==> src/rtl/double_ended_queue_assert.svh <==
// Assertion macros of the queue RTL.
// Needs nothing else; included by the files that carry assertions.
`ifndef DOUBLE_ENDED_QUEUE_ASSERT_SVH
`define DOUBLE_ENDED_QUEUE_ASSERT_SVH

// Plain property, checked at every rising edge outside reset
`define DEQ_ASSERT(lbl, clk, rst_n, prop, msg) \
	lbl: assert property (@(posedge clk) disable iff (!rst_n) (prop)) \
		else $error(msg);

// Same-cycle implication
`define DEQ_ASSERT_IMP(lbl, clk, rst_n, ante, cons, msg) \
	lbl: assert property (@(posedge clk) disable iff (!rst_n) (ante) |-> (cons)) \
		else $error(msg);

// Next-cycle implication
`define DEQ_ASSERT_NXT(lbl, clk, rst_n, ante, cons, msg) \
	lbl: assert property (@(posedge clk) disable iff (!rst_n) (ante) |=> (cons)) \
		else $error(msg);

`endif

==> src/rtl/deq_pkg.sv <==
// Shared types and constants of the double-ended queue.
// No dependencies; compiled first.
package deq_pkg;

	localparam int unsigned DEPTH_DEF  = 64;
	localparam int unsigned DATA_W_DEF = 32;

	localparam int unsigned ACTION_W = 3;
	localparam int unsigned VALUE_W  = 32;
	localparam int unsigned STATUS_W = 3;
	localparam int unsigned FILL_W   = 7;

	typedef enum logic [ACTION_W-1:0] {
		ACT_PUSH_FRONT = 3'd0,
		ACT_PUSH_BACK  = 3'd1,
		ACT_POP_FRONT  = 3'd2,
		ACT_POP_BACK   = 3'd3,
		ACT_LIST       = 3'd4
	} action_t;

	typedef enum logic [STATUS_W-1:0] {
		ST_DONE       = 3'd0,
		ST_POP_EMPTY  = 3'd1,
		ST_PUSH_FULL  = 3'd2,
		ST_LISTED     = 3'd3,
		ST_LIST_EMPTY = 3'd4
	} status_t;

	typedef struct packed {
		logic signed [VALUE_W-1:0] elem_value;
		status_t                   status;
		logic                      last_of_run;
		logic [FILL_W-1:0]         fill_count;
	} res_t;

endpackage

==> src/rtl/deq_ifs.sv <==
// Request and result channel interfaces of the double-ended queue.
// Depends on deq_pkg for the field widths.
interface deq_cmd_if;
	logic                               valid;
	logic                               ready;
	logic [deq_pkg::ACTION_W-1:0]       action;
	logic signed [deq_pkg::VALUE_W-1:0] value;

	modport source (output valid, output action, output value, input ready);
	modport sink   (input valid, input action, input value, output ready);
endinterface

interface deq_rsp_if;
	logic                               valid;
	logic                               ready;
	logic signed [deq_pkg::VALUE_W-1:0] elem_value;
	logic [deq_pkg::STATUS_W-1:0]       status;
	logic                               last_of_run;
	logic [deq_pkg::FILL_W-1:0]         fill_count;

	modport source (output valid, output elem_value, output status, output last_of_run,
		output fill_count, input ready);
	modport sink   (input valid, input elem_value, input status, input last_of_run,
		input fill_count, output ready);
endinterface

==> src/rtl/deq_store.sv <==
// Entry store of the queue: one write port, one read port, registered read data.
// Depends on nothing but its parameters.
module deq_store #(
	parameter int unsigned DEPTH      = 64,
	parameter int unsigned DATA_WIDTH = 32
) (
	input  logic                     clk,
	input  logic                     we,
	input  logic [$clog2(DEPTH)-1:0] waddr,
	input  logic [DATA_WIDTH-1:0]    wdata,
	input  logic                     re,
	input  logic [$clog2(DEPTH)-1:0] raddr,
	output logic [DATA_WIDTH-1:0]    rdata
);

	logic [DATA_WIDTH-1:0] mem_q [DEPTH];

	always_ff @(posedge clk) begin
		if (we) begin
			mem_q[waddr] <= wdata;
		end
	end

	always_ff @(posedge clk) begin
		if (re) begin
			rdata <= mem_q[raddr];
		end
	end

endmodule

==> src/rtl/deq_outbuf.sv <==
// Two-entry result buffer that drives the result channel.
// Depends on deq_pkg (res_t) and deq_ifs (deq_rsp_if).
module deq_outbuf (
	input  logic          clk,
	input  logic          arst_n,
	input  logic          wr,
	input  deq_pkg::res_t wdata,
	output logic [1:0]    lvl,
	deq_rsp_if.source     rsp
);
	import deq_pkg::*;

	res_t ent_q [2];
	logic wp_q;
	logic rp_q;
	logic [1:0] lvl_q;
	logic pop;

	assign pop = rsp.valid && rsp.ready;
	assign lvl = lvl_q;

	assign rsp.valid       = (lvl_q != 2'd0);
	assign rsp.elem_value  = ent_q[rp_q].elem_value;
	assign rsp.status      = ent_q[rp_q].status;
	assign rsp.last_of_run = ent_q[rp_q].last_of_run;
	assign rsp.fill_count  = ent_q[rp_q].fill_count;

	always_ff @(posedge clk) begin
		if (wr) begin
			ent_q[wp_q] <= wdata;
		end
	end

	always_ff @(posedge clk or negedge arst_n) begin
		if (!arst_n) begin
			wp_q  <= 1'b0;
			rp_q  <= 1'b0;
			lvl_q <= 2'd0;
		end else begin
			if (wr) begin
				wp_q <= ~wp_q;
			end
			if (pop) begin
				rp_q <= ~rp_q;
			end
			// hold the level when both or neither happen
			if (wr && !pop) begin
				lvl_q <= lvl_q + 2'd1;
			end else if (pop && !wr) begin
				lvl_q <= lvl_q - 2'd1;
			end
		end
	end

endmodule

==> src/rtl/double_ended_queue.sv <==
// Double-ended queue of DEPTH signed values kept in a ring in one synchronous memory.
// Each request pushes at the front or back, pops at either end or lists the contents,
// and gives one result; a listing gives one result per stored element, front to back,
// the last one marked, or a single list-empty result. A push into a full queue is dropped
// and flagged, a pop on an empty queue is ignored and flagged. Push, pop and unused codes
// may follow back to back while the result buffer has room. A listing holds off the next
// request until its last element is read and passed on: the memory has a single read port,
// so elements come out one per cycle while results have room. Results pass through
// a two-entry buffer, so the request side keeps moving while a result waits to be taken.
// Depends on deq_pkg, deq_ifs, deq_store, deq_outbuf and double_ended_queue_assert.svh.
`include "double_ended_queue_assert.svh"

module double_ended_queue #(
	parameter int unsigned DEPTH      = deq_pkg::DEPTH_DEF,
	parameter int unsigned DATA_WIDTH = deq_pkg::DATA_W_DEF
) (
	input  logic      clk,
	input  logic      arst_n,
	deq_cmd_if.sink   cmd,
	deq_rsp_if.source rsp
);
	import deq_pkg::*;

	localparam int unsigned IDX_W = $clog2(DEPTH);
	localparam int unsigned CNT_W = $clog2(DEPTH + 1);

	typedef enum logic [1:0] {
		S_IDLE = 2'b01,
		S_LIST = 2'b10
	} state_t;

	state_t state_q, state_d;
	logic [IDX_W-1:0] front_q, front_d;
	logic [CNT_W-1:0] count_q, count_d;
	logic [IDX_W-1:0] slot_q, slot_d;
	logic [CNT_W-1:0] remain_q, remain_d;
	logic rd_s1, rd_last_s1;

	logic acc, pop_out, room, full, empty;
	logic [1:0] lvl;
	logic [2:0] occ;
	logic [IDX_W-1:0] front_dec, front_inc, slot_inc, back_slot;
	logic [CNT_W:0] back_sum;
	logic we, issue, last_iss, wr_res;
	logic [IDX_W-1:0] waddr;
	logic [DATA_WIDTH-1:0] wdata, rdata;
	logic [63:0] val_ext, rd_ext;
	res_t res;

	assign pop_out = rsp.valid && rsp.ready;
	// occupancy of the result buffer including a read in flight
	assign occ  = {1'b0, lvl} + {2'b00, rd_s1};
	assign room = (occ < (3'd2 + {2'b00, pop_out}));

	assign cmd.ready = (state_q == S_IDLE) && !rd_s1 && room;
	assign acc       = cmd.valid && cmd.ready;

	assign full  = (count_q == CNT_W'(DEPTH));
	assign empty = (count_q == '0);

	assign front_dec = (front_q == '0) ? IDX_W'(DEPTH - 1) : front_q - 1'b1;
	assign front_inc = (front_q == IDX_W'(DEPTH - 1)) ? '0 : front_q + 1'b1;
	assign slot_inc  = (slot_q == IDX_W'(DEPTH - 1)) ? '0 : slot_q + 1'b1;
	assign back_sum  = {{(CNT_W+1-IDX_W){1'b0}}, front_q} + {1'b0, count_q};
	assign back_slot = (back_sum >= (CNT_W+1)'(DEPTH)) ?
		IDX_W'(back_sum - (CNT_W+1)'(DEPTH)) : IDX_W'(back_sum);

	assign val_ext = {32'b0, cmd.value};
	assign wdata   = val_ext[DATA_WIDTH-1:0];
	assign rd_ext  = 64'(rdata);

	always_comb begin
		state_d  = state_q;
		front_d  = front_q;
		count_d  = count_q;
		slot_d   = slot_q;
		remain_d = remain_q;
		we       = 1'b0;
		waddr    = front_dec;
		issue    = 1'b0;
		last_iss = 1'b0;
		wr_res   = 1'b0;
		res.elem_value  = '0;
		res.status      = ST_DONE;
		res.last_of_run = 1'b1;
		res.fill_count  = FILL_W'(count_q);

		unique case (state_q)
			S_IDLE: begin
				if (acc) begin
					wr_res = 1'b1;
					unique case (cmd.action)
						ACT_PUSH_FRONT: begin
							if (full) begin
								res.status = ST_PUSH_FULL;
							end else begin
								we      = 1'b1;
								waddr   = front_dec;
								front_d = front_dec;
								count_d = count_q + 1'b1;
							end
						end
						ACT_PUSH_BACK: begin
							if (full) begin
								res.status = ST_PUSH_FULL;
							end else begin
								we      = 1'b1;
								waddr   = back_slot;
								count_d = count_q + 1'b1;
							end
						end
						ACT_POP_FRONT: begin
							if (empty) begin
								res.status = ST_POP_EMPTY;
							end else begin
								front_d = front_inc;
								count_d = count_q - 1'b1;
							end
						end
						ACT_POP_BACK: begin
							if (empty) begin
								res.status = ST_POP_EMPTY;
							end else begin
								count_d = count_q - 1'b1;
							end
						end
						ACT_LIST: begin
							if (empty) begin
								res.status = ST_LIST_EMPTY;
							end else begin
								// results come from the read sweep instead
								wr_res   = 1'b0;
								state_d  = S_LIST;
								slot_d   = front_q;
								remain_d = count_q;
							end
						end
						default: begin
						end
					endcase
					res.fill_count = FILL_W'(count_d);
				end
			end
			S_LIST: begin
				// issue one read per cycle while the buffer can take its data
				if (room) begin
					issue    = 1'b1;
					last_iss = (remain_q == CNT_W'(1));
					slot_d   = slot_inc;
					remain_d = remain_q - 1'b1;
					if (last_iss) begin
						state_d = S_IDLE;
					end
				end
			end
			default: begin
				state_d = S_IDLE;
			end
		endcase

		if (rd_s1) begin
			wr_res          = 1'b1;
			res.elem_value  = rd_ext[VALUE_W-1:0];
			res.status      = ST_LISTED;
			res.last_of_run = rd_last_s1;
			res.fill_count  = FILL_W'(count_q);
		end
	end

	always_ff @(posedge clk or negedge arst_n) begin
		if (!arst_n) begin
			state_q    <= S_IDLE;
			front_q    <= '0;
			count_q    <= '0;
			rd_s1      <= 1'b0;
			rd_last_s1 <= 1'b0;
		end else begin
			state_q    <= state_d;
			front_q    <= front_d;
			count_q    <= count_d;
			rd_s1      <= issue;
			rd_last_s1 <= last_iss;
		end
	end

	always_ff @(posedge clk) begin
		slot_q   <= slot_d;
		remain_q <= remain_d;
	end

	// a write always comes before any read of the same entry, never in the same cycle
	deq_store #(
		.DEPTH      (DEPTH),
		.DATA_WIDTH (DATA_WIDTH)
	) u_store (
		.clk   (clk),
		.we    (we),
		.waddr (waddr),
		.wdata (wdata),
		.re    (issue),
		.raddr (slot_q),
		.rdata (rdata)
	);

	deq_outbuf u_outbuf (
		.clk    (clk),
		.arst_n (arst_n),
		.wr     (wr_res),
		.wdata  (res),
		.lvl    (lvl),
		.rsp    (rsp)
	);

	`DEQ_ASSERT(a_count_bound, clk, arst_n, count_q <= CNT_W'(DEPTH), "count beyond depth")
	`DEQ_ASSERT_IMP(a_no_clash, clk, arst_n, rd_s1, !acc, "request taken with read in flight")
	`DEQ_ASSERT_IMP(a_buf_room, clk, arst_n, wr_res && !pop_out, lvl != 2'd2, "result buffer overrun")
	`DEQ_ASSERT_IMP(a_last_idle, clk, arst_n, rd_s1 && rd_last_s1, state_q == S_IDLE, "last read but still listing")
	`DEQ_ASSERT_NXT(a_list_hold, clk, arst_n, issue && !last_iss, state_q == S_LIST && count_q == $past(count_q), "listing ended early")

endmodule
==> src/flat_wrapper.sv <==
// flat-port wrapper written by rule: the top's interface ports become plain ports
module double_ended_queue_flat import deq_pkg::*;
#(
	parameter int unsigned DEPTH      = deq_pkg::DEPTH_DEF,
	parameter int unsigned DATA_WIDTH = deq_pkg::DATA_W_DEF
)
  (clk, arst_n, cmd_valid, cmd_action, cmd_value, cmd_ready, rsp_valid, rsp_elem_value, rsp_status, rsp_last_of_run, rsp_fill_count, rsp_ready);
  deq_cmd_if cmd_i ();
  deq_rsp_if rsp_i ();
  input  logic clk;
  input  logic arst_n;
  input wire logic [$bits(cmd_i.valid)-1:0] cmd_valid;
  input wire logic [$bits(cmd_i.action)-1:0] cmd_action;
  input wire logic [$bits(cmd_i.value)-1:0] cmd_value;
  output wire logic [$bits(cmd_i.ready)-1:0] cmd_ready;
  output wire logic [$bits(rsp_i.valid)-1:0] rsp_valid;
  output wire logic [$bits(rsp_i.elem_value)-1:0] rsp_elem_value;
  output wire logic [$bits(rsp_i.status)-1:0] rsp_status;
  output wire logic [$bits(rsp_i.last_of_run)-1:0] rsp_last_of_run;
  output wire logic [$bits(rsp_i.fill_count)-1:0] rsp_fill_count;
  input wire logic [$bits(rsp_i.ready)-1:0] rsp_ready;
  assign cmd_i.valid = cmd_valid;
  assign cmd_i.action = cmd_action;
  assign cmd_i.value = cmd_value;
  assign cmd_ready = cmd_i.ready;
  assign rsp_valid = rsp_i.valid;
  assign rsp_elem_value = rsp_i.elem_value;
  assign rsp_status = rsp_i.status;
  assign rsp_last_of_run = rsp_i.last_of_run;
  assign rsp_fill_count = rsp_i.fill_count;
  assign rsp_i.ready = rsp_ready;
  double_ended_queue #(.DEPTH(DEPTH), .DATA_WIDTH(DATA_WIDTH)) u_core (.clk(clk), .arst_n(arst_n), .cmd(cmd_i), .rsp(rsp_i));
endmodule
==> config.mk <==
export PLATFORM = sky130hd
export DESIGN_NAME = double_ended_queue_flat
export DESIGN_NICKNAME = d
export VERILOG_FILES = /design/src/rtl/deq_pkg.sv /design/src/rtl/deq_ifs.sv /design/src/rtl/deq_store.sv /design/src/rtl/deq_outbuf.sv /design/src/rtl/double_ended_queue.sv /design/src/flat_wrapper.sv
export VERILOG_INCLUDE_DIRS = /design/src /design/src/rtl
export SDC_FILE = /design/constraint.sdc
export NUM_CORES = 2
export LEC_CHECK = 0
export ABC_AREA = 1
export BUFFER_PORTS_ARGS = -buffer_cell sky130_fd_sc_hd__buf_2
export CORE_MARGIN = 2
export CORE_UTILIZATION = 45
export CTS_CLUSTER_SIZE = 8
export DETAILED_ROUTE_END_ITERATION = 6
export GPL_TIMING_DRIVEN = 0
export SYNTH_ARGS = -nofsm -noshare
export SYNTH_HDL_FRONTEND = slang
export SYNTH_SLANG_ARGS = --single-unit
==> constraint.sdc <==
create_clock -name clk -period 6.2 [get_ports clk]
set_clock_uncertainty 0.05 [all_clocks]
set_input_delay 1.24 -clock clk [delete_from_list [all_inputs] [get_ports clk]]
set_output_delay 1.24 -clock clk [all_outputs]
set_load 0.005 [all_outputs]
==> metrics <==
worst min-delay path class in -> async; Leak approximately 0.035 µW; Gates resized, CTS repair 0; commonest cells in the netlist 2179 x edfxtp_1, 1075 x nor2_1, 956 x nand2_1; largest net degree at the start of global routing between 60 and 70; post-layout util a little over half; Combinational Power Share 11.1%; Seq/Total Area, Yosys between 70% and 80%; post-synthesis share of cell area spent on xor and xnor gates less than 1%; Setup CP Type reg -> reg; relative slew slack -11.03%; share of cells above drive strength 1 between 10% and 20%; simple-gate share of the synthesized area 11.86%; row count around 160; mux cell area share after synthesis 0%; R2R depth 8; Synth Area in Compound Gates under 10%; worst path arrival time around 5.1 ns; main combinational cell family by area after synthesis simple AND/OR/NAND/NOR gates; clk_lat worst skew 0.94 ns; sequential cell fraction of total power 46.2%; Max-Cap Viols 2; R2R setup slack about 1.7 ns; Buffers on Ports 83; clock root cell clkbuf_16; Post-synth EDFFs around 2200; RSZ-0062 raised after global routing no; Mapped Area 87890 µm²; CTS tree built; Design Area, Final just over 100000 µm²; top cell type's share of synthesized area 74.44%; Adder-Cell Fraction of Synth Area 0.2505%; Syn Inst Count between 6000 and 7000; number of global-route vias before repair between 50000 and 60000; final hold vios 0; first-pass GRT wire length just under 500 mm; Die ar. 198900 µm²; Crit path required time 6.78 ns; Routed Antenna Nets 0; gr usage total between 30% and 40%; outcome finished, violations left; Peak supply drop between 0.2 and 0.3 mV; cell with the most instances after synthesis edfxtp_1; Final min period about 4.5 ns; final setup violation count 0; die width between 400 and 500 µm; PD cells around 350 nW/µm²; actual slew at the worst max-slew pin ~1.7 ns; critical-path maximum fanout 10; Yosys Warn Count 0; Clock transition at path regs 0.06 ns; Post-DP Area roughly 95000 µm²; Num CTS Buffers approximately 330; top cells by area, synth edfxtp_1 74%, o21ai_0 4.8%, nor2_1 4.6%; ys async rst share less than 1%; clk buf depth 4; total number of vias around 65000; P_int around 27000 µW; failing checks design-rule violations, max-capacitance violations, max-slew violations; fmax around 0.22 GHz; Post-Route WL roughly 370 mm; H-tree levels 5; Post-DP HPWL 251.5 mm; CTS Hold Buffers Added 0; top_reg_cell synth edfxtp_1; core area roughly 190000 µm²; total grt overflow 0; Switch Pwr 9300 µW; Initial Util 45.17%; synthesized area per cell about 13 µm²; area leader, netlist edfxtp_1; initial antenna violation count 40; routability cong. 1.034; syn nets roughly 7000; setup TNS 0 ns; Layout Nets 7556; Setup Fix Bufs, Post-CTS 0; sw frac between 20% and 30%; io pins between 80 and 90; flops & latches, synth between 2000 and 2500; Slew Limit Fails 23; Clock Sinks between 2000 and 2500; FF-to-FF End u_core.u_store.rdata[22]$_DFFE_PP_; Via density approximately 6.5; DRC viols 1; Die Y-Extent around 450 µm; Critical Path Sink Type register; synth unique cells 40; area grow syn2layout 17.98%; Clk pwr share 42.7%; period utilisation layout between 70% and 80%; 1st-iter DRT viols around 12000; DR pass1 iterations 7; r2r startpoint u_core.slot_q[3]$_DFFE_PP_; WL per Instance around 37 µm; crit path launch type register
-- power by group through the flow --
stage / combinational [µW] / clock [µW] / sequential, µW
2_1_floorplan: 1940 / 0 / 17100
3_5_place_dp: 3890 / 0 / 17100
4_1_cts: 3900 / 15500 / 16800
5_1_grt: 4220 / 16100 / 16800
3_3_place_gp: 3540 / 0 / 17200
6_report: 4030 / 15500 / 16800
-- final cells by class --
cell class	instances	area, µm²
fillers	16170	90890
plain buffers	467	2117
diodes	9	22.52
repair buffers	222	3585
flip-flops and latches	2200	65960
clock buffers	356	8441
inverters	122	460.4
clock inverters	9	73.82
well taps	2542	3181
multi-input cells	4161	19860
-- per-layer routing --
metal | global-route usage [%] | share of wire [%] | vias up
met4 | 22.30 | 7.3 | 36
met2 | 51.91 | 42 | 5495
li1 | - | - | 26420
met1 | 48.31 | 36 | 32270
met3 | 12.61 | 15 | 1122
met5 | 0 | 0.062 | -
-- cells in the final DEF, fill, tap and decap left out, drive strengths merged --
master and n:
nand2 973, inv 125, dfstp 1, edfxtp 2179, or2 3, a21oi 50
fa 1, xnor2 6, nor2 1085, nand3 466, and3 1, diode 9
xor2 16, dfrtp 20, nor3 4, o211ai 7, clkinv 6, nor3b 2
o21ai 1027, o21bai 2, ha 16, nor4 2, o22ai 489, clkbuf 614
nand4 11, buf 431
-- logic make-up after synthesis --
family | count (synthesis)
AO/OA/AOI/OAI | 1575
XOR/XNOR | 22
adder cells (fa/ha/maj) | 17
buffers and inverters | 589
flip-flops | 2200
AND/OR/NAND/NOR | 2547
-- state kept, by name (all words and copies together), names as in the netlist --
| signal | flops |
|---|---|
| u_core.u_store.mem_q | 2048 |
| u_core.u_outbuf.ent_q | 86 |
| u_core.u_store.rdata | 32 |
| u_core.count_q | 7 |
| u_core.remain_q | 7 |
| u_core.front_q | 6 |
| u_core.slot_q | 6 |
| u_core.state_q | 2 |
| u_core.u_outbuf.lvl | 2 |
| u_core.rd_last_s1 | 1 |
| u_core.rd_s1 | 1 |
| u_core.u_outbuf.rp_q | 1 |
| u_core.u_outbuf.wp_q | 1 |
-- per-stage QoR --
step	std cells	hold slack, ns	power [µW]	setup WS, ns
finish	10090	0.2657	36410	1.700
global route	10080	0.2847	37150	1.872
CTS	10080	0.2356	36250	1.990
detailed placement	9714	0.4555	21000	1.622
global placement	9575	0.4521	20690	-1.505
floorplan	6950	0.4409	19020	1.887
-- worst max path at each step --
| stage | startpoint | endpoint | slack (ns) | cells after the start |
|---|---|---|---|---|
| after floorplan | rsp_ready | u_core.u_outbuf.ent_q[1][0]$_DFFE_PP_ | 1.89 | 7 |
| after global placement | cmd_action[2] | u_core.u_store.mem_q[52][12]$_DFFE_PP_ | -1.50 | 10 |
| after detailed placement | cmd_action[2] | u_core.u_store.mem_q[31][19]$_DFFE_PP_ | 1.62 | 11 |
| after CTS | u_core.slot_q[3]$_DFFE_PP_ | u_core.u_store.rdata[26]$_DFFE_PP_ | 1.99 | 8 |
| after global routing | u_core.slot_q[3]$_DFFE_PP_ | u_core.u_store.rdata[27]$_DFFE_PP_ | 1.87 | 8 |
| final | u_core.slot_q[3]$_DFFE_PP_ | u_core.u_store.rdata[22]$_DFFE_PP_ | 1.70 | 8 |
-- worst max-delay path: stages (launching register included) --
cell	delay [ns]
edfxtp_1	0.32
clkbuf_1	0.35
clkbuf_1	1.25
clkbuf_1	0.90
nand3_1	0.49
nand3_1	0.40
nand2_1	0.09
nand2_1	0.11
nand2_1	0.19
Note: power is estimated with default switching activity, not from simulation.
